==> config.mk <==
export PLATFORM = sky130hd
export DESIGN_NAME = i2c_master_bit_sequencer_core_flat
export DESIGN_NICKNAME = d
export VERILOG_FILES = /design/src/design/i2cm_pkg.sv /design/src/design/i2cm_ifs.sv /design/src/design/i2cm_step.sv /design/src/design/i2c_master_bit_sequencer_core.sv /design/src/flat_wrapper.sv
export SDC_FILE = /design/constraint.sdc
export NUM_CORES = 1
export LEC_CHECK = 0
export BUFFER_PORTS_ARGS = -buffer_cell sky130_fd_sc_hd__buf_2
export CAP_MARGIN = 0
export CORE_MARGIN = 2
export CORE_UTILIZATION = 60
export CTS_CLUSTER_SIZE = 28
export DETAILED_ROUTE_END_ITERATION = 8
export GPL_TIMING_DRIVEN = 0
export HOLD_SLACK_MARGIN = 0.1
export PLACE_DENSITY = 0.91
export SETUP_SLACK_MARGIN = 0.1
export SYNTH_ARGS = -nofsm -noshare
export SYNTH_HDL_FRONTEND = slang
export SYNTH_HIERARCHICAL = 1
export SYNTH_SLANG_ARGS = --single-unit
==> constraint.sdc <==
create_clock -name i_clk -period 5.4 [get_ports i_clk]
set_input_delay 0.54 -clock i_clk [delete_from_list [all_inputs] [get_ports i_clk]]
set_output_delay 0.54 -clock i_clk [all_outputs]
set_load 0.03 [all_outputs]
==> src/design/i2cm_pkg.sv <==
// Package for the I2C master bit sequencer: item types, phase codes and
// sequencer state. No dependencies; every other file imports it.
`default_nettype none

package i2cm_pkg;

    // Largest byte count a transaction may carry; larger requests are capped.
    localparam int MAX_BYTES = 16;
    localparam int BL_W      = $clog2(MAX_BYTES + 1);

    // Bit of the shift register that goes out first on SDA.
    localparam logic [7:0] MSB_MASK = 8'h80;

    // Bus phases, one-hot.
    typedef enum logic [21:0] {
        PH_IDLE    = 22'h000001,
        PH_INIT    = 22'h000002,
        PH_ST_SDA  = 22'h000004,
        PH_ST_SCL  = 22'h000008,
        PH_TX_SET  = 22'h000010,
        PH_TX_RISE = 22'h000020,
        PH_TX_HIGH = 22'h000040,
        PH_TX_FALL = 22'h000080,
        PH_AK_SET  = 22'h000100,
        PH_AK_RISE = 22'h000200,
        PH_AK_HIGH = 22'h000400,
        PH_AK_FALL = 22'h000800,
        PH_RX_RISE = 22'h001000,
        PH_RX_HIGH = 22'h002000,
        PH_RX_FALL = 22'h004000,
        PH_MA_SET  = 22'h008000,
        PH_MA_RISE = 22'h010000,
        PH_MA_HIGH = 22'h020000,
        PH_MA_FALL = 22'h040000,
        PH_SP_SDA  = 22'h080000,
        PH_SP_RISE = 22'h100000,
        PH_SP_HIGH = 22'h200000
    } t_phase;

    // One timing tick with sampled wire levels.
    typedef struct packed {
        logic       go;
        logic       opcode;
        logic [7:0] addr_byte;
        logic [4:0] byte_count;
        logic [7:0] phase_ticks;
        logic [7:0] write_byte;
        logic       scl_line;
        logic       sda_line;
    } t_in_item;

    // Result of one tick.
    typedef struct packed {
        logic       scl_drive_low;
        logic       sda_drive_low;
        logic       byte_taken;
        logic [7:0] read_data;
        logic       read_valid;
        logic       done_res;
        logic       nacked;
        logic       busy_res;
    } t_out_item;

    // Sequencer state carried from tick to tick.
    typedef struct packed {
        t_phase            phase;
        logic [7:0]        wait_count;
        logic [2:0]        bit_index;
        logic [BL_W-1:0]   bytes_left;
        logic [7:0]        shift_reg;
        logic              read_mode;
        logic [7:0]        phase_len;
        logic              nack_seen;
        logic              scl_low_reg;
        logic              sda_low_reg;
    } t_state;

endpackage

`default_nettype wire

==> src/design/i2cm_ifs.sv <==
// Valid/ready channel interfaces for the I2C master bit sequencer.
// Depends on i2cm_pkg for the payload types.
`default_nettype none

interface i2cm_in_if;
    import i2cm_pkg::*;
    logic     valid;
    logic     ready;
    t_in_item data;
    modport source (output valid, output data, input ready);
    modport sink   (input valid, input data, output ready);
endinterface

interface i2cm_out_if;
    import i2cm_pkg::*;
    logic      valid;
    logic      ready;
    t_out_item data;
    modport source (output valid, output data, input ready);
    modport sink   (input valid, input data, output ready);
endinterface

`default_nettype wire

==> src/design/i2cm_step.sv <==
// Next-state and result logic for one timing tick of the I2C sequencer.
// Depends on i2cm_pkg; purely combinational, registered by the top level.
`default_nettype none

module i2cm_step
    import i2cm_pkg::*;
(
    input  wire t_state    i_state,
    input  wire t_in_item  i_item,
    output t_state         o_state,
    output t_out_item      o_res
);

    t_state          n;
    t_phase          nxt;
    logic            enter;
    logic            rise;
    logic            taken;
    logic            rvalid;
    logic            done;
    logic            nk;
    logic [7:0]      rdata;
    logic [BL_W-1:0] cap_count;
    logic [2:0]      bit_inc;

    // Cap the requested byte count.
    always_comb begin
        if (32'(i_item.byte_count) > MAX_BYTES) begin
            cap_count = BL_W'(MAX_BYTES);
        end else begin
            cap_count = BL_W'(i_item.byte_count);
        end
    end

    assign bit_inc = i_state.bit_index + 3'd1;

    // SCL-released phases that wait for the wire to read high.
    assign rise = (i_state.phase == PH_TX_RISE) || (i_state.phase == PH_AK_RISE) ||
                  (i_state.phase == PH_RX_RISE) || (i_state.phase == PH_MA_RISE) ||
                  (i_state.phase == PH_SP_RISE);

    // Advance the phase sequencer.
    always_comb begin
        n      = i_state;
        nxt    = PH_IDLE;
        enter  = 1'b0;
        taken  = 1'b0;
        rvalid = 1'b0;
        done   = 1'b0;
        nk     = 1'b0;
        rdata  = 8'd0;
        if (i_state.phase == PH_IDLE) begin
            if (i_item.go) begin
                n.read_mode  = i_item.opcode;
                n.shift_reg  = i_item.addr_byte;
                n.bytes_left = cap_count;
                n.phase_len  = i_item.phase_ticks;
                n.bit_index  = 3'd0;
                n.nack_seen  = 1'b0;
                enter        = 1'b1;
                nxt          = PH_INIT;
            end
        end else if ({1'b0, i_state.wait_count} + 9'd1 < {1'b0, i_state.phase_len}) begin
            n.wait_count = i_state.wait_count + 8'd1;
        end else if (!rise || i_item.scl_line) begin
            enter = 1'b1;
            unique case (i_state.phase)
                PH_INIT:    nxt = PH_ST_SDA;
                PH_ST_SDA:  nxt = PH_ST_SCL;
                PH_ST_SCL: begin
                    n.bit_index = 3'd0;
                    nxt         = PH_TX_SET;
                end
                PH_TX_SET:  nxt = PH_TX_RISE;
                PH_TX_RISE: nxt = PH_TX_HIGH;
                PH_TX_HIGH: nxt = PH_TX_FALL;
                PH_TX_FALL: begin
                    n.shift_reg = {i_state.shift_reg[6:0], 1'b0};
                    n.bit_index = bit_inc;
                    nxt         = (bit_inc == 3'd0) ? PH_AK_SET : PH_TX_SET;
                end
                PH_AK_SET:  nxt = PH_AK_RISE;
                PH_AK_RISE: nxt = PH_AK_HIGH;
                PH_AK_HIGH: begin
                    if (i_item.sda_line) begin
                        n.nack_seen = 1'b1;
                    end
                    nxt = PH_AK_FALL;
                end
                PH_AK_FALL: begin
                    if (i_state.nack_seen || i_state.bytes_left == '0) begin
                        nxt = PH_SP_SDA;
                    end else if (i_state.read_mode) begin
                        n.bit_index = 3'd0;
                        nxt         = PH_RX_RISE;
                    end else begin
                        n.shift_reg  = i_item.write_byte;
                        taken        = 1'b1;
                        n.bytes_left = i_state.bytes_left - BL_W'(1);
                        n.bit_index  = 3'd0;
                        nxt          = PH_TX_SET;
                    end
                end
                PH_RX_RISE: nxt = PH_RX_HIGH;
                PH_RX_HIGH: begin
                    n.shift_reg = {i_state.shift_reg[6:0], i_item.sda_line};
                    nxt         = PH_RX_FALL;
                end
                PH_RX_FALL: begin
                    n.bit_index = bit_inc;
                    if (bit_inc == 3'd0) begin
                        rdata        = i_state.shift_reg;
                        rvalid       = 1'b1;
                        n.bytes_left = i_state.bytes_left - BL_W'(1);
                        nxt          = PH_MA_SET;
                    end else begin
                        nxt = PH_RX_RISE;
                    end
                end
                PH_MA_SET:  nxt = PH_MA_RISE;
                PH_MA_RISE: nxt = PH_MA_HIGH;
                PH_MA_HIGH: nxt = PH_MA_FALL;
                PH_MA_FALL: begin
                    if (i_state.bytes_left != '0) begin
                        n.bit_index = 3'd0;
                        nxt         = PH_RX_RISE;
                    end else begin
                        nxt = PH_SP_SDA;
                    end
                end
                PH_SP_SDA:  nxt = PH_SP_RISE;
                PH_SP_RISE: nxt = PH_SP_HIGH;
                PH_SP_HIGH: begin
                    done = 1'b1;
                    nk   = i_state.nack_seen;
                    nxt  = PH_IDLE;
                end
                default:    nxt = PH_IDLE;
            endcase
        end

        // Apply the line drives of the phase being entered.
        if (enter) begin
            n.phase      = nxt;
            n.wait_count = 8'd0;
            unique case (nxt) inside
                PH_IDLE, PH_INIT: begin
                    n.scl_low_reg = 1'b0;
                    n.sda_low_reg = 1'b0;
                end
                PH_ST_SDA, PH_SP_SDA: n.sda_low_reg = 1'b1;
                PH_ST_SCL, PH_TX_FALL, PH_AK_FALL, PH_RX_FALL, PH_MA_FALL:
                    n.scl_low_reg = 1'b1;
                PH_TX_SET:  n.sda_low_reg = ((n.shift_reg & MSB_MASK) == 8'd0);
                PH_TX_RISE, PH_AK_RISE, PH_MA_RISE, PH_SP_RISE:
                    n.scl_low_reg = 1'b0;
                PH_AK_SET:  n.sda_low_reg = 1'b0;
                PH_RX_RISE: begin
                    n.sda_low_reg = 1'b0;
                    n.scl_low_reg = 1'b0;
                end
                PH_MA_SET:  n.sda_low_reg = (n.bytes_left != '0);
                default: ;
            endcase
        end
    end

    // Form the result beat from the updated state.
    always_comb begin
        o_state             = n;
        o_res.scl_drive_low = n.scl_low_reg;
        o_res.sda_drive_low = n.sda_low_reg;
        o_res.byte_taken    = taken;
        o_res.read_data     = rdata;
        o_res.read_valid    = rvalid;
        o_res.done_res      = done;
        o_res.nacked        = nk;
        o_res.busy_res      = (n.phase != PH_IDLE);
    end

endmodule

`default_nettype wire

==> src/design/i2c_master_bit_sequencer_core.sv <==
// Top level of the I2C master bit sequencer: state register, step logic
// and output register. Depends on i2cm_pkg, i2cm_ifs and i2cm_step.
//
//   channel   dir   beat contents
//   i_in      in    one timing tick: start request, transfer setup, wire levels
//   o_out     out   one result per tick: line drives, byte and status flags
//
// A new beat is accepted every cycle while the output register is empty or
// being drained. The sequencer state and the result register are the only
// storage; one pass of step logic sits between.
// Reset idles the sequencer with both lines released and empties the output.
// A stall on o_out holds the result and stops input until it is taken.
`default_nettype none

module i2c_master_bit_sequencer_core
    import i2cm_pkg::*;
(
    input wire          i_clk,
    input wire          i_rst_n,
    i2cm_in_if.sink     i_in,
    i2cm_out_if.source  o_out
);

    t_state    r_state;
    t_state    n_state;
    t_out_item r_out;
    t_out_item n_out;
    logic      r_out_valid;
    logic      in_ready;
    logic      accept;

    // Take a beat when the output register frees up this cycle.
    assign in_ready   = !r_out_valid || o_out.ready;
    assign accept     = i_in.valid && in_ready;
    assign i_in.ready = in_ready;

    i2cm_step u_step (
        .i_state (r_state),
        .i_item  (i_in.data),
        .o_state (n_state),
        .o_res   (n_out)
    );

    // Hold sequencer state; advance on each accepted beat.
    always_ff @(posedge i_clk) begin
        if (!i_rst_n) begin
            r_state.phase       <= PH_IDLE;
            r_state.wait_count  <= 8'd0;
            r_state.bit_index   <= 3'd0;
            r_state.bytes_left  <= '0;
            r_state.shift_reg   <= 8'd0;
            r_state.read_mode   <= 1'b0;
            r_state.phase_len   <= 8'd0;
            r_state.nack_seen   <= 1'b0;
            r_state.scl_low_reg <= 1'b0;
            r_state.sda_low_reg <= 1'b0;
        end else if (accept) begin
            r_state <= n_state;
        end
    end

    // Output valid: set on accept, drop once taken.
    always_ff @(posedge i_clk) begin
        if (!i_rst_n) begin
            r_out_valid <= 1'b0;
        end else if (accept) begin
            r_out_valid <= 1'b1;
        end else if (o_out.ready) begin
            r_out_valid <= 1'b0;
        end
    end

    // Load the result payload.
    always_ff @(posedge i_clk) begin
        if (accept) begin
            r_out <= n_out;
        end
    end

    assign o_out.valid = r_out_valid;
    assign o_out.data  = r_out;

endmodule

`default_nettype wire

==> src/flat_wrapper.sv <==
// flat-port wrapper written by rule: the top's interface ports become plain ports
module i2c_master_bit_sequencer_core_flat import i2cm_pkg::*;
  (i_clk, i_rst_n, i_in_valid, i_in_data, i_in_ready, o_out_valid, o_out_data, o_out_ready);
  i2cm_in_if i_in_i ();
  i2cm_out_if o_out_i ();
  input wire i_clk;
  input wire i_rst_n;
  input wire logic [$bits(i_in_i.valid)-1:0] i_in_valid;
  input wire logic [$bits(i_in_i.data)-1:0] i_in_data;
  output wire logic [$bits(i_in_i.ready)-1:0] i_in_ready;
  output wire logic [$bits(o_out_i.valid)-1:0] o_out_valid;
  output wire logic [$bits(o_out_i.data)-1:0] o_out_data;
  input wire logic [$bits(o_out_i.ready)-1:0] o_out_ready;
  assign i_in_i.valid = i_in_valid;
  assign i_in_i.data = i_in_data;
  assign i_in_ready = i_in_i.ready;
  assign o_out_valid = o_out_i.valid;
  assign o_out_data = o_out_i.data;
  assign o_out_i.ready = o_out_ready;
  i2c_master_bit_sequencer_core u_core (.i_clk(i_clk), .i_rst_n(i_rst_n), .i_in(i_in_i), .o_out(o_out_i));
endmodule
Word-level counts from Yosys, hierarchy flattened
Cells that the tools add are included.
{"block": "totals", "ff_bits": 74, "input_bits": 37, "output_inout_bits": 17, "word_cells": 156}
{"block": "op_classes", "addsub": 4, "n_lt_le_gt_ge": 2, "eq_ne": 46, "n_mux": 42, "bitwise": 5, "n_reduce_logical": 37}
{"operator": "case mux 22 bit (20 select lines)", "n": 1}
{"operator": "2-to-1 mux 16 bit", "n": 5}
{"operator": "2-to-1 mux 22 bit", "n": 3}
{"operator": "equality test 22 x 1 -> 1 bit, second input constant", "n": 2}
{"operator": "equality test 22 x 10 -> 1 bit, second input constant", "n": 2}
{"operator": "equality test 22 x 12 -> 1 bit, second input constant", "n": 2}
{"operator": "equality test 22 x 13 -> 1 bit, second input constant", "n": 2}
{"operator": "equality test 22 x 15 -> 1 bit, second input constant", "n": 2}
{"operator": "equality test 22 x 16 -> 1 bit, second input constant", "n": 2}
{"operator": "equality test 22 x 17 -> 1 bit, second input constant", "n": 2}
{"operator": "equality test 22 x 19 -> 1 bit, second input constant", "n": 2}
{"operator": "equality test 22 x 2 -> 1 bit, second input constant", "n": 2}
{"operator": "equality test 22 x 20 -> 1 bit, second input constant", "n": 2}
{"operator": "equality test 22 x 21 -> 1 bit, second input constant", "n": 2}
{"operator": "equality test 22 x 3 -> 1 bit, second input constant", "n": 2}
{"operator": "equality test 22 x 4 -> 1 bit, second input constant", "n": 2}
{"operator": "equality test 22 x 5 -> 1 bit, second input constant", "n": 2}
{"operator": "equality test 22 x 6 -> 1 bit, second input constant", "n": 2}
{"operator": "equality test 22 x 8 -> 1 bit, second input constant", "n": 2}
{"operator": "equality test 22 x 9 -> 1 bit, second input constant", "n": 2}
{"operator": "2-to-1 mux 20 bit", "n": 2}
{"operator": "2-to-1 mux 30 bit", "n": 1}
{"operator": "2-to-1 mux 13 bit", "n": 2}
{"operator": "2-to-1 mux 26 bit", "n": 1}
{"operator": "other kinds (43)", "n": 87}

Longest topological paths before layout
Gate-level depths: netlist (run 1).
{"block": "logic_depth", "word_depth": 14, "ltp_mapped": 19, "ltp_nobuf": 16}

By module
The synthesis (run 1) kept the hierarchy.
{"mod": "i2c_master_bit_sequencer_core", "n_inst": 1, "cells_per_inst": 272, "area_each_um2": 2785.2, "seq_area_each_um2": 1631.6}
{"mod": "i2cm_step", "n_inst": 1, "cells_per_inst": 420, "area_each_um2": 2578.7, "seq_area_each_um2": 0.0}

Worst setup path after synthesis (run 1)
No wires, ideal clock.
{"block": "synth_path", "kind": "register to register", "startpoint": "reg u_core/r_state[28] in the netlist's numbering", "endpoint": "reg u_core.r_out, in the netlist u_core/o_out.data[0], data pin", "setup_ps": 272, "arrival_ps": 3709, "t_required_ps": 5128, "slack_ps": 1419, "path_stages_with_launch": 15, "path_buffers": 0, "period_less_slack_ps": 3981, "path_cell_list": "dfxtp_1 ha_1 nand3_1 nor2_1 xor2_1 ha_1 a21oi_1 a21boi_0 a311oi_1 nand2_1 a22oi_4 nand2_1 o21a_1 or4_1 or4b_1"}
{"item": "start: declaration", "line": "i2c_master_bit_sequencer_core.sv:24", "text": "t_state r_state;"}
{"item": "start signal: assignment", "line": "i2c_master_bit_sequencer_core.sv:58", "text": "r_state <= n_state;"}
{"item": "end signal: assignment", "line": "i2c_master_bit_sequencer_core.sv:76", "text": "r_out <= n_out;"}
{"item": "end: declaration", "line": "i2c_master_bit_sequencer_core.sv:26", "text": "t_out_item r_out;"}

==> impl_metrics.ini, run 1 <==
[global_routing]
grt_pass1_wl_um = 27420
grt_overflow = 0
grt_max_degree = 25
first_global_vias = 5545
grt_use_total_pct = 35.16
antenna_found_initial = 0

[worst_setup_path]
path_max_fanout = 10
critPathLaunchType = flop
crit_arrival_ns = 5.20
critPathCaptureType = flop
worstSetupPathType = reg2reg
crit_required_ns = 5.64
worstReg2RegEnd = u_core/r_state[0]
r2r_setup_slack_ns = 0.45
r2r_cells = 19
r2r_start = u_core/r_state[28]

[timing]
fmax_ghz = 0.2019
hold_viol = 0
rsz0062_at_grt = no
slew_violations = 0
setup_tns_ns = 0
finalCritPeriodShare_pct = 91.73
skew_ns = 0.01715
period_needed_ns = 4.953
tightest_slew_ns = 1.223
worst_slack_ns = 0.4468
slew-limit-headroom_pct = 17.85
finalSetupViolCount = 0

[place]
gp_congestion = 1.020
hpwlAfterDp_um = 12730
port_buffers = 52
pre_cts_slack_ns = 0.6625

[power]
ir_drop_mv = 0.1283
switchingPower_mw = 0.4987
p_comb_share_pct = 24.6
swShare_pct = 35.18
seq_power_share_pct = 42.2
internal_power_mw = 0.9187
power_leakage_nw = 2.552
p_clk_share_pct = 33.1
power_density_nw_per_um2 = 237.6

[clock_network]
htree_levels = 3
cts_root_buffer = clkbuf_8
cts_buffer_depth = 2
ctsHoldBuffers = 0
numCtsBuffers = 9
clk_pin_slew_ns = 0.09
cts.sinks = 74
clk_latency_ns = 0.36
cts_setup_buffers = 0
cts_tree = done
cts_resized = 0

[hold_path]
min_from = i_in_valid
hold_path_depth = 3
min_path_type = in2reg
holdPathEnd = u_core/o_out.valid

[die]
die_y_um = 98.55
row_count = 34
die_x_um = 98.55
initial_core_util_pct = 61.81
ios = 54
die_area_um2 = 9712
coreArea_um2 = 8678

[cells_and_area]
fill_cells = 734
diodes = 0
nNetsFinal = 804
drive_above_1_share_pct = 15.66
regArea_um2 = 1632
area_growth_pct = 11.22
multi_input_area_um2 = 3405

[detailed_routing]
route.vias.total = 5687
vias_per_cell = 6.552
dr.first_iter.drc_count = 637
drtPass1Iterations = 8
wl_um = 17210
ant_nets = 0
drc = 0
wire_per_inst_um = 19.83

[synthesis]
syn_nets = 741
synth.avg_cell_area_um2 = 7.751
synth-seq-cells = 74
yosysUniqueCellTypes = 74
ys_seq_area_share_pct = 30.42
synth_area_um2 = 5364
synthFlopType = dfxtp_1
synthCells = 692
yosys_warnings = 6
ys_async_sr_fraction_pct = 0
synth_edf_count = 15

[status]
status = complete, no violations

[job]
maxCapViolCount = 0
==> per-stage QoR <==
| step | area, um^2 | std cells | total power, mW | hold WS [ns] | utilization [%] |
|---|---|---|---|---|---|
| after global placement | 5759 | 852 | 0.9296 | 0.4390 | 66.36 |
| after detailed placement | 5759 | 852 | 0.9403 | 0.4536 | 66.36 |
| after floorplan | 5364 | 692 | 0.8404 | 0.4314 | - |
| after CTS | 5966 | 868 | 1.404 | 0.4388 | 68.74 |
| after global routing | 5966 | 868 | 1.465 | 0.4812 | 68.74 |
| final | 5966 | 868 | 1.417 | 0.4454 | 68.74 |
==> cells in the mapped netlist, types with 14 or more instances <==
library cell  instances  area (um^2)
mux2i_1              57        570.6
edfxtp_1             15        450.4
nand3_1              14        70.07
nor2_1               44        165.2
clkbuf_1             15        56.30
buf_2                15        75.07
nand2_1             195        732.0
nor3_1               23        115.1
and3_1               15        93.84
inv_1                18        67.56
dfxtp_1              59         1181
o21ai_0              27        135.1
==> placed cells by master, fill, tap and decap left out, types with 8 or more instances in the layout <==
cell type  netlist  routed
a21oi_1         12      12
and3_1          15      15
buf_2           15      67
clkbuf_1        15      15
clkbuf_8         0       9
dfxtp_1         59      59
edfxtp_1        15      15
ha_1            12      12
inv_1           18      18
mux2i_1         57      57
nand2_1        195     195
nand3_1         14      14
nor2_1          44      44
nor3_1          23      23
nor4_1          11      11
o21ai_0         27      27
or3_1            8       8
xor2_1          11      11
==> kinds of logic after synthesis <==
group / synth area share (%)
AOI/OAI and AO/OA: 13.11
xor gates and xnor gates: 2.939
adders and majority gates: 2.799
buffers and inverters: 6.111
DFF: 30.42
muxes: 10.85
and+or+nand+nor: 33.78
==> state kept, by name (all words and copies together), names as in the netlist <==
name / flops
u_core/o_out.data: 15
u_core/o_out.valid: 1
u_core/r_state: 58
==> final cells by class <==
| class | count | share of cell area, % |
|---|---|---|
| buffer | 44 | 4.362 |
| clock buffer | 9 | 2.076 |
| clock inverter | 7 | 1.384 |
| inverter | 18 | 1.133 |
| multi-input combinational | 556 | 57.07 |
| sequential | 74 | 27.35 |
| tap | 108 | 2.265 |
| timing repair buffer | 52 | 4.362 |
==> power by group through the flow <==
stage | combinational (mW) | sequential (mW) | clock, mW
after floorplan | 0.218 | 0.622 | 0
after global placement | 0.320 | 0.610 | 0
after detailed placement | 0.329 | 0.611 | 0
after CTS | 0.333 | 0.598 | 0.473
after global routing | 0.368 | 0.601 | 0.496
final | 0.349 | 0.599 | 0.470
==> routing by layer <==
layer	vias up	GRT usage (%)	wire, um
li1	2580	-	-
met3	76	8.936	2001
met1	2648	46.70	6938
met5	-	0	0
met2	383	55.00	7591
met4	0	14.12	682
==> worst max path at each step <==
stage                             from                    to  slack (ns)  cells past startpoint
floorplan           u_core/r_state[28]  u_core/o_out.data[0]        1.42                     14
global placement    u_core/r_state[28]     u_core/r_state[0]        0.83                     19
detailed placement  u_core/r_state[28]     u_core/r_state[0]        0.66                     19
CTS                 u_core/r_state[28]     u_core/r_state[0]        0.60                     19
global route        u_core/r_state[28]     u_core/r_state[0]        0.23                     19
finish              u_core/r_state[28]     u_core/r_state[0]        0.45                     19
==> critical path: stages (launching register included) <==
cell	delay, ns
dfxtp_1	0.43
ha_1	0.25
nand3_1	0.16
nor2_1	0.25
xor2_1	0.19
ha_1	0.29
a21oi_1	0.13
a21boi_0	0.11
a311oi_1	0.62
nand2_1	0.44
a22oi_4	0.37
buf_6	0.19
a31o_1	0.13
buf_2	0.22
nor2_1	0.19
o41a_1	0.18
or3_1	0.38
buf_4	0.16
nand2_1	0.05
mux2i_1	0.08
Power figures use the tool's default switching activity.
==> run 2: changes to the inputs <==
--- a/config.mk
+++ b/config.mk
@@ -7,13 +7,15 @@
 export LEC_CHECK = 0
 export BUFFER_PORTS_ARGS = -buffer_cell sky130_fd_sc_hd__buf_2
 export CAP_MARGIN = 0
+export CELL_PAD_IN_SITES_DETAIL_PLACEMENT = 2
+export CELL_PAD_IN_SITES_GLOBAL_PLACEMENT = 2
 export CORE_MARGIN = 2
-export CORE_UTILIZATION = 60
+export CORE_UTILIZATION = 35
 export CTS_CLUSTER_SIZE = 28
 export DETAILED_ROUTE_END_ITERATION = 8
 export GPL_TIMING_DRIVEN = 0
 export HOLD_SLACK_MARGIN = 0.1
-export PLACE_DENSITY = 0.91
+export PLACE_DENSITY = 0.9
 export SETUP_SLACK_MARGIN = 0.1
 export SYNTH_ARGS = -nofsm -noshare
 export SYNTH_HDL_FRONTEND = slang
==> impl_metrics.ini, run 2 (synthesis gave the netlist of run 1 again) <==
[status]
status = complete, no violations

[cells_and_area]
nNetsFinal = 804
diodes = 0
final_common_cell = nand2_1
area_growth_pct = 15.02
utilization_pct = 40.89
largest-register = u_core/r_state
drive_above_1_share_pct = 15.92
instances_no_fill = 948
final_cell_mix = 194 x nand2_1, 67 x buf_2, 59 x dfxtp_1
fill_cells = 1804
largest_reg_flops = 58

[timing]
slew_violations = 0
fmax_ghz = 0.2014
tightest_slew_ns = 1.330
rsz0062_at_grt = no
finalSetupViolCount = 0
hold_viol = 0
period_needed_ns = 4.965
slew-limit-headroom_pct = 10.09
setup_tns_ns = 0
skew_ns = 0.01321
finalCritPeriodShare_pct = 91.95

[die]
coreArea_um2 = 15090
die_x_um = 127.8
ios = 54
die_y_um = 127.8
initial_core_util_pct = 35.55
row_count = 45
die_area_um2 = 16330

[power]
power_density_nw_per_um2 = 260.3
ir_drop_mv = 0.1691
power_leakage_nw = 2.597
finalPower_mw = 1.606

[place]
post-place-cells = 932
hpwlAfterDp_um = 17410
gp_congestion = 0.9266
port_buffers = 52

[clock_network]
cts_buffer_depth = 2
htree_levels = 3
cts_setup_buffers = 0
cts_tree = done
clk_latency_ns = 0.37
ctsHoldBuffers = 0
cts.sinks = 74
cts_root_buffer = clkbuf_16
clk_pin_slew_ns = 0.06
numCtsBuffers = 9

[detailed_routing]
ant_nets = 0
route.vias.total = 5743
drc = 0
wl_um = 22870
vias_per_cell = 6.058
wire_per_inst_um = 24.12
dr.first_iter.drc_count = 425
drtPass1Iterations = 5

[global_routing]
grt_max_degree = 25
first_global_vias = 6239
grt_use_total_pct = 28.53
grt_overflow = 0
grt_pass1_wl_um = 35270
antenna_found_initial = 0

[worst_setup_path]
critPathLaunchType = flop
worstSetupPathType = reg2reg
crit_required_ns = 5.64
path_max_fanout = 10
critPathCaptureType = flop
crit_arrival_ns = 5.21

[job]
maxCapViolCount = 0

[hold_path]
min_path_type = reg2reg
run 2: final timing paths:
kind | from | slack, ns | endpoint | cells after the start
min | u_core/r_state[5] | 0.47 | u_core/r_state[5] | 2
max reg2reg | u_core/r_state[28] | 0.43 | u_core/r_state[0] | 19
max | u_core/r_state[28] | 0.43 | u_core/r_state[0] | 19
min reg2reg | u_core/r_state[5] | 0.47 | u_core/r_state[5] | 2
run 2: per-stage QoR:
stage	setup slack [ns]	cell area (um^2)	hold WS, ns
floorplan	1.419	5364	0.4314
detailed placement	0.08051	5859	0.4608
global route	0.1598	6170	0.4855
global placement	0.4652	5859	0.4397
finish	0.4349	6170	0.4669
CTS	0.3273	6167	0.4706
run 2: metal layers:
layer	wire (um)	GRT usage, %	vias to the layer above
li1	-	-	2576
met1	9503	33.47	2905
met2	11560	51.15	203
met3	1118	5.968	59
met4	682	10.54	0
met5	0	0	-
run 2: cell type report:
| class | instances | area, um^2 | share of cell area, % |
|---|---|---|---|
| plain buffers | 44 | 260.3 | 4.218 |
| repair buffers | 52 | 260.3 | 4.218 |
| clock inverters | 7 | 76.32 | 1.237 |
| well taps | 188 | 235.2 | 3.813 |
| clock buffers | 9 | 225.2 | 3.650 |
| inverters | 18 | 67.56 | 1.095 |
| multi-input cells | 556 | 3413 | 55.32 |
| flip-flops and latches | 74 | 1632 | 26.44 |
run 2: where the power goes:
| group | switching [mW] | leakage, nW | total, mW | internal, mW |
|---|---|---|---|---|
| Combinational | 0.256 | 1.83 | 0.370 | 0.114 |
| Sequential | 0.0183 | 0.627 | 0.602 | 0.584 |
| Clock | 0.273 | 0.142 | 0.634 | 0.361 |
| Total | 0.547 | 2.60 | 1.61 | 1.06 |
run 2: critical path: stages, from the launching register on:
cell	delay, ns
dfxtp_1	0.43
ha_1	0.25
nand3_1	0.16
nor2_1	0.33
xor2_1	0.25
ha_1	0.31
a21oi_1	0.16
a21boi_0	0.13
a311oi_2	0.56
nand2_2	0.31
a22oi_4	0.34
buf_6	0.18
a31o_1	0.13
buf_2	0.25
nor2_1	0.19
o41a_1	0.18
or3_1	0.39
buf_4	0.16
nand2_1	0.05
mux2i_1	0.07
run 2: repair_timing:
item / 4_1_cts / 5_1_grt
endpoints found under the hold margin: 0 / 0
endpoints found under the setup margin: 1 / 1
pin swaps: 0 / 0
gates resized for setup: 1 / 1
==> run 3: changes to the inputs <==
--- a/config.mk
+++ b/config.mk
@@ -10,12 +10,12 @@
 export CELL_PAD_IN_SITES_DETAIL_PLACEMENT = 2
 export CELL_PAD_IN_SITES_GLOBAL_PLACEMENT = 2
 export CORE_MARGIN = 2
-export CORE_UTILIZATION = 35
+export CORE_UTILIZATION = 38
 export CTS_CLUSTER_SIZE = 28
 export DETAILED_ROUTE_END_ITERATION = 8
 export GPL_TIMING_DRIVEN = 0
 export HOLD_SLACK_MARGIN = 0.1
-export PLACE_DENSITY = 0.9
+export PLACE_DENSITY = 0.95
 export SETUP_SLACK_MARGIN = 0.1
 export SYNTH_ARGS = -nofsm -noshare
 export SYNTH_HDL_FRONTEND = slang
==> constraint.sdc (replaced) <==
create_clock -name i_clk -period 6.4 [get_ports i_clk]
set_input_delay 0.64 -clock i_clk [delete_from_list [all_inputs] [get_ports i_clk]]
set_output_delay 0.64 -clock i_clk [all_outputs]
set_load 0.03 [all_outputs]
==> impl_metrics.ini, run 3 (synthesis gave the netlist of run 1 again) <==
[status]
status = complete, no violations

[detailed_routing]
dr.first_iter.drc_count = 428
wire_per_inst_um = 25.12
ant_nets = 0
drtPass1Iterations = 6
top_layer = met4
vias_per_cell = 6.089
route.vias.total = 5724
wl_met2_um = 11800
wl_met1_um = 9610
wl_met3_um = 1285
wl_um = 23620
drc = 0

[cells_and_area]
drive_above_1_share_pct = 15.66
diodes = 0
fill_cells = 1590
final_common_cell = nand2_1
largest-register = u_core/r_state
nNetsFinal = 804
utilization_pct = 44.38
final_cell_mix = 195 x nand2_1, 67 x buf_2, 59 x dfxtp_1
largest_reg_flops = 58
instances_no_fill = 940
area_growth_pct = 14.39
stdcell_area_um2 = 6136

[clock_network]
cts_setup_buffers = 0
cts.sinks = 74
cts_resized = 0
cts_buffer_depth = 2
cts_tree = done
cts_root_buffer = clkbuf_16
clk_pin_slew_ns = 0.06
htree_levels = 3
clk_latency_ns = 0.35
numCtsBuffers = 9
ctsHoldBuffers = 0

[worst_setup_path]
critPathLaunchType = flop
crit_required_ns = 6.64
crit_arrival_ns = 5.53
r2r_cells = 19
slowest_delay_ns = 0.68
slowest_stage = a311oi_1
cp_num_cells = 19
worstSetupPathType = reg2reg
critPathCaptureType = flop
path_max_fanout = 10
path_delay_family = compound AO/OA/AOI/OAI gates
cp_num_buf_inv = 3
crit_chain = ha_1, nand3_1, nor2_1, xor2_1, ha_1, a21oi_1, a21boi_0, a311oi_1, nand2_1, a22oi_4, buf_6, a31o_1, buf_2, nor2_1, o41a_1, or3_1, buf_4, nand2_1, mux2i_1

[global_routing]
grt_max_degree = 25
antenna_found_initial = 0
grt_use_total_pct = 32.43
grt_overflow = 0
first_global_vias = 6463
grt_pass1_wl_um = 36380

[power]
ir_drop_mv = 0.1164
seq_power_share_pct = 38.3
p_comb_share_pct = 23.6
swShare_pct = 35.44
power_leakage_nw = 2.588
power_density_nw_per_um2 = 216.7
internal_power_mw = 0.8582
switchingPower_mw = 0.4711
p_clk_share_pct = 38.1

[timing]
tightest_slew_ns = 1.163
finalSetupViolCount = 0
hold_viol = 0
slew-limit-headroom_pct = 21.38
slew_violations = 0
period_needed_ns = 5.295
setup_tns_ns = 0
fmax_ghz = 0.1889
rsz0062_at_grt = no
finalCritPeriodShare_pct = 82.73
skew_ns = 0.01063

[die]
ios = 54
die_area_um2 = 15080
row_count = 43
die_x_um = 122.8
die_y_um = 122.8
coreArea_um2 = 13830
initial_core_util_pct = 38.79

[hold_path]
hold_path_depth = 2
min_path_type = reg2reg

[place]
dpl_cell_area_um2 = 5849
port_buffers = 52
post-place-cells = 924
gp_congestion = 0.9417
hpwlAfterDp_um = 17560

[job]
maxCapViolCount = 0
==> run 3: final timing paths <==
kind / from / to / slack, ns
min: u_core/r_state[4] / u_core/r_state[4] / 0.48
min reg2reg: u_core/r_state[4] / u_core/r_state[4] / 0.48
max reg2reg: u_core/r_state[28] / u_core/r_state[0] / 1.11
max: u_core/r_state[28] / u_core/r_state[0] / 1.11
==> run 3: cell type report <==
type                            instances  area (um^2)  area share (%)
Buffer                                 44        260.3           4.241
Clock buffer                            9        225.2           3.670
Clock inverter                          7        61.31          0.9992
Inverter                               18        67.56           1.101
Multi-Input combinational cell        556         3405           55.49
Sequential cell                        74         1632           26.59
Tap cell                              180        225.2           3.670
Timing Repair Buffer                   52        260.3           4.241
==> run 3: worst min-delay path, stage by stage (launching register included) <==
cell     delay, ns
dfxtp_1       0.31
nand2_1       0.06
mux2i_1       0.06
==> run 3: metrics by stage <==
step	worst slack [ns]	hold slack [ns]	power, mW
3_5_place_dp	1.343	0.4540	0.8200
3_3_place_gp	1.561	0.4411	0.8004
2_1_floorplan	2.419	0.4314	0.7091
5_1_grt	0.9058	0.4892	1.379
6_report	1.105	0.4758	1.329
4_1_cts	1.309	0.4767	1.334
==> run 3: metal layers <==
| layer | vias up | track usage [%] |
|---|---|---|
| met5 | - | 0 |
| met3 | 65 | 6.134 |
| met4 | 0 | 15.52 |
| met2 | 194 | 56.15 |
| met1 | 2888 | 38.34 |
| li1 | 2577 | - |
==> run 3: power by group through the flow <==
stage	combinational [mW]	clock [mW]	sequential [mW]
after floorplan	0.184	0	0.525
after global placement	0.285	0	0.515
after detailed placement	0.302	0	0.518
after CTS	0.308	0.517	0.509
after global routing	0.335	0.533	0.511
final	0.314	0.506	0.509
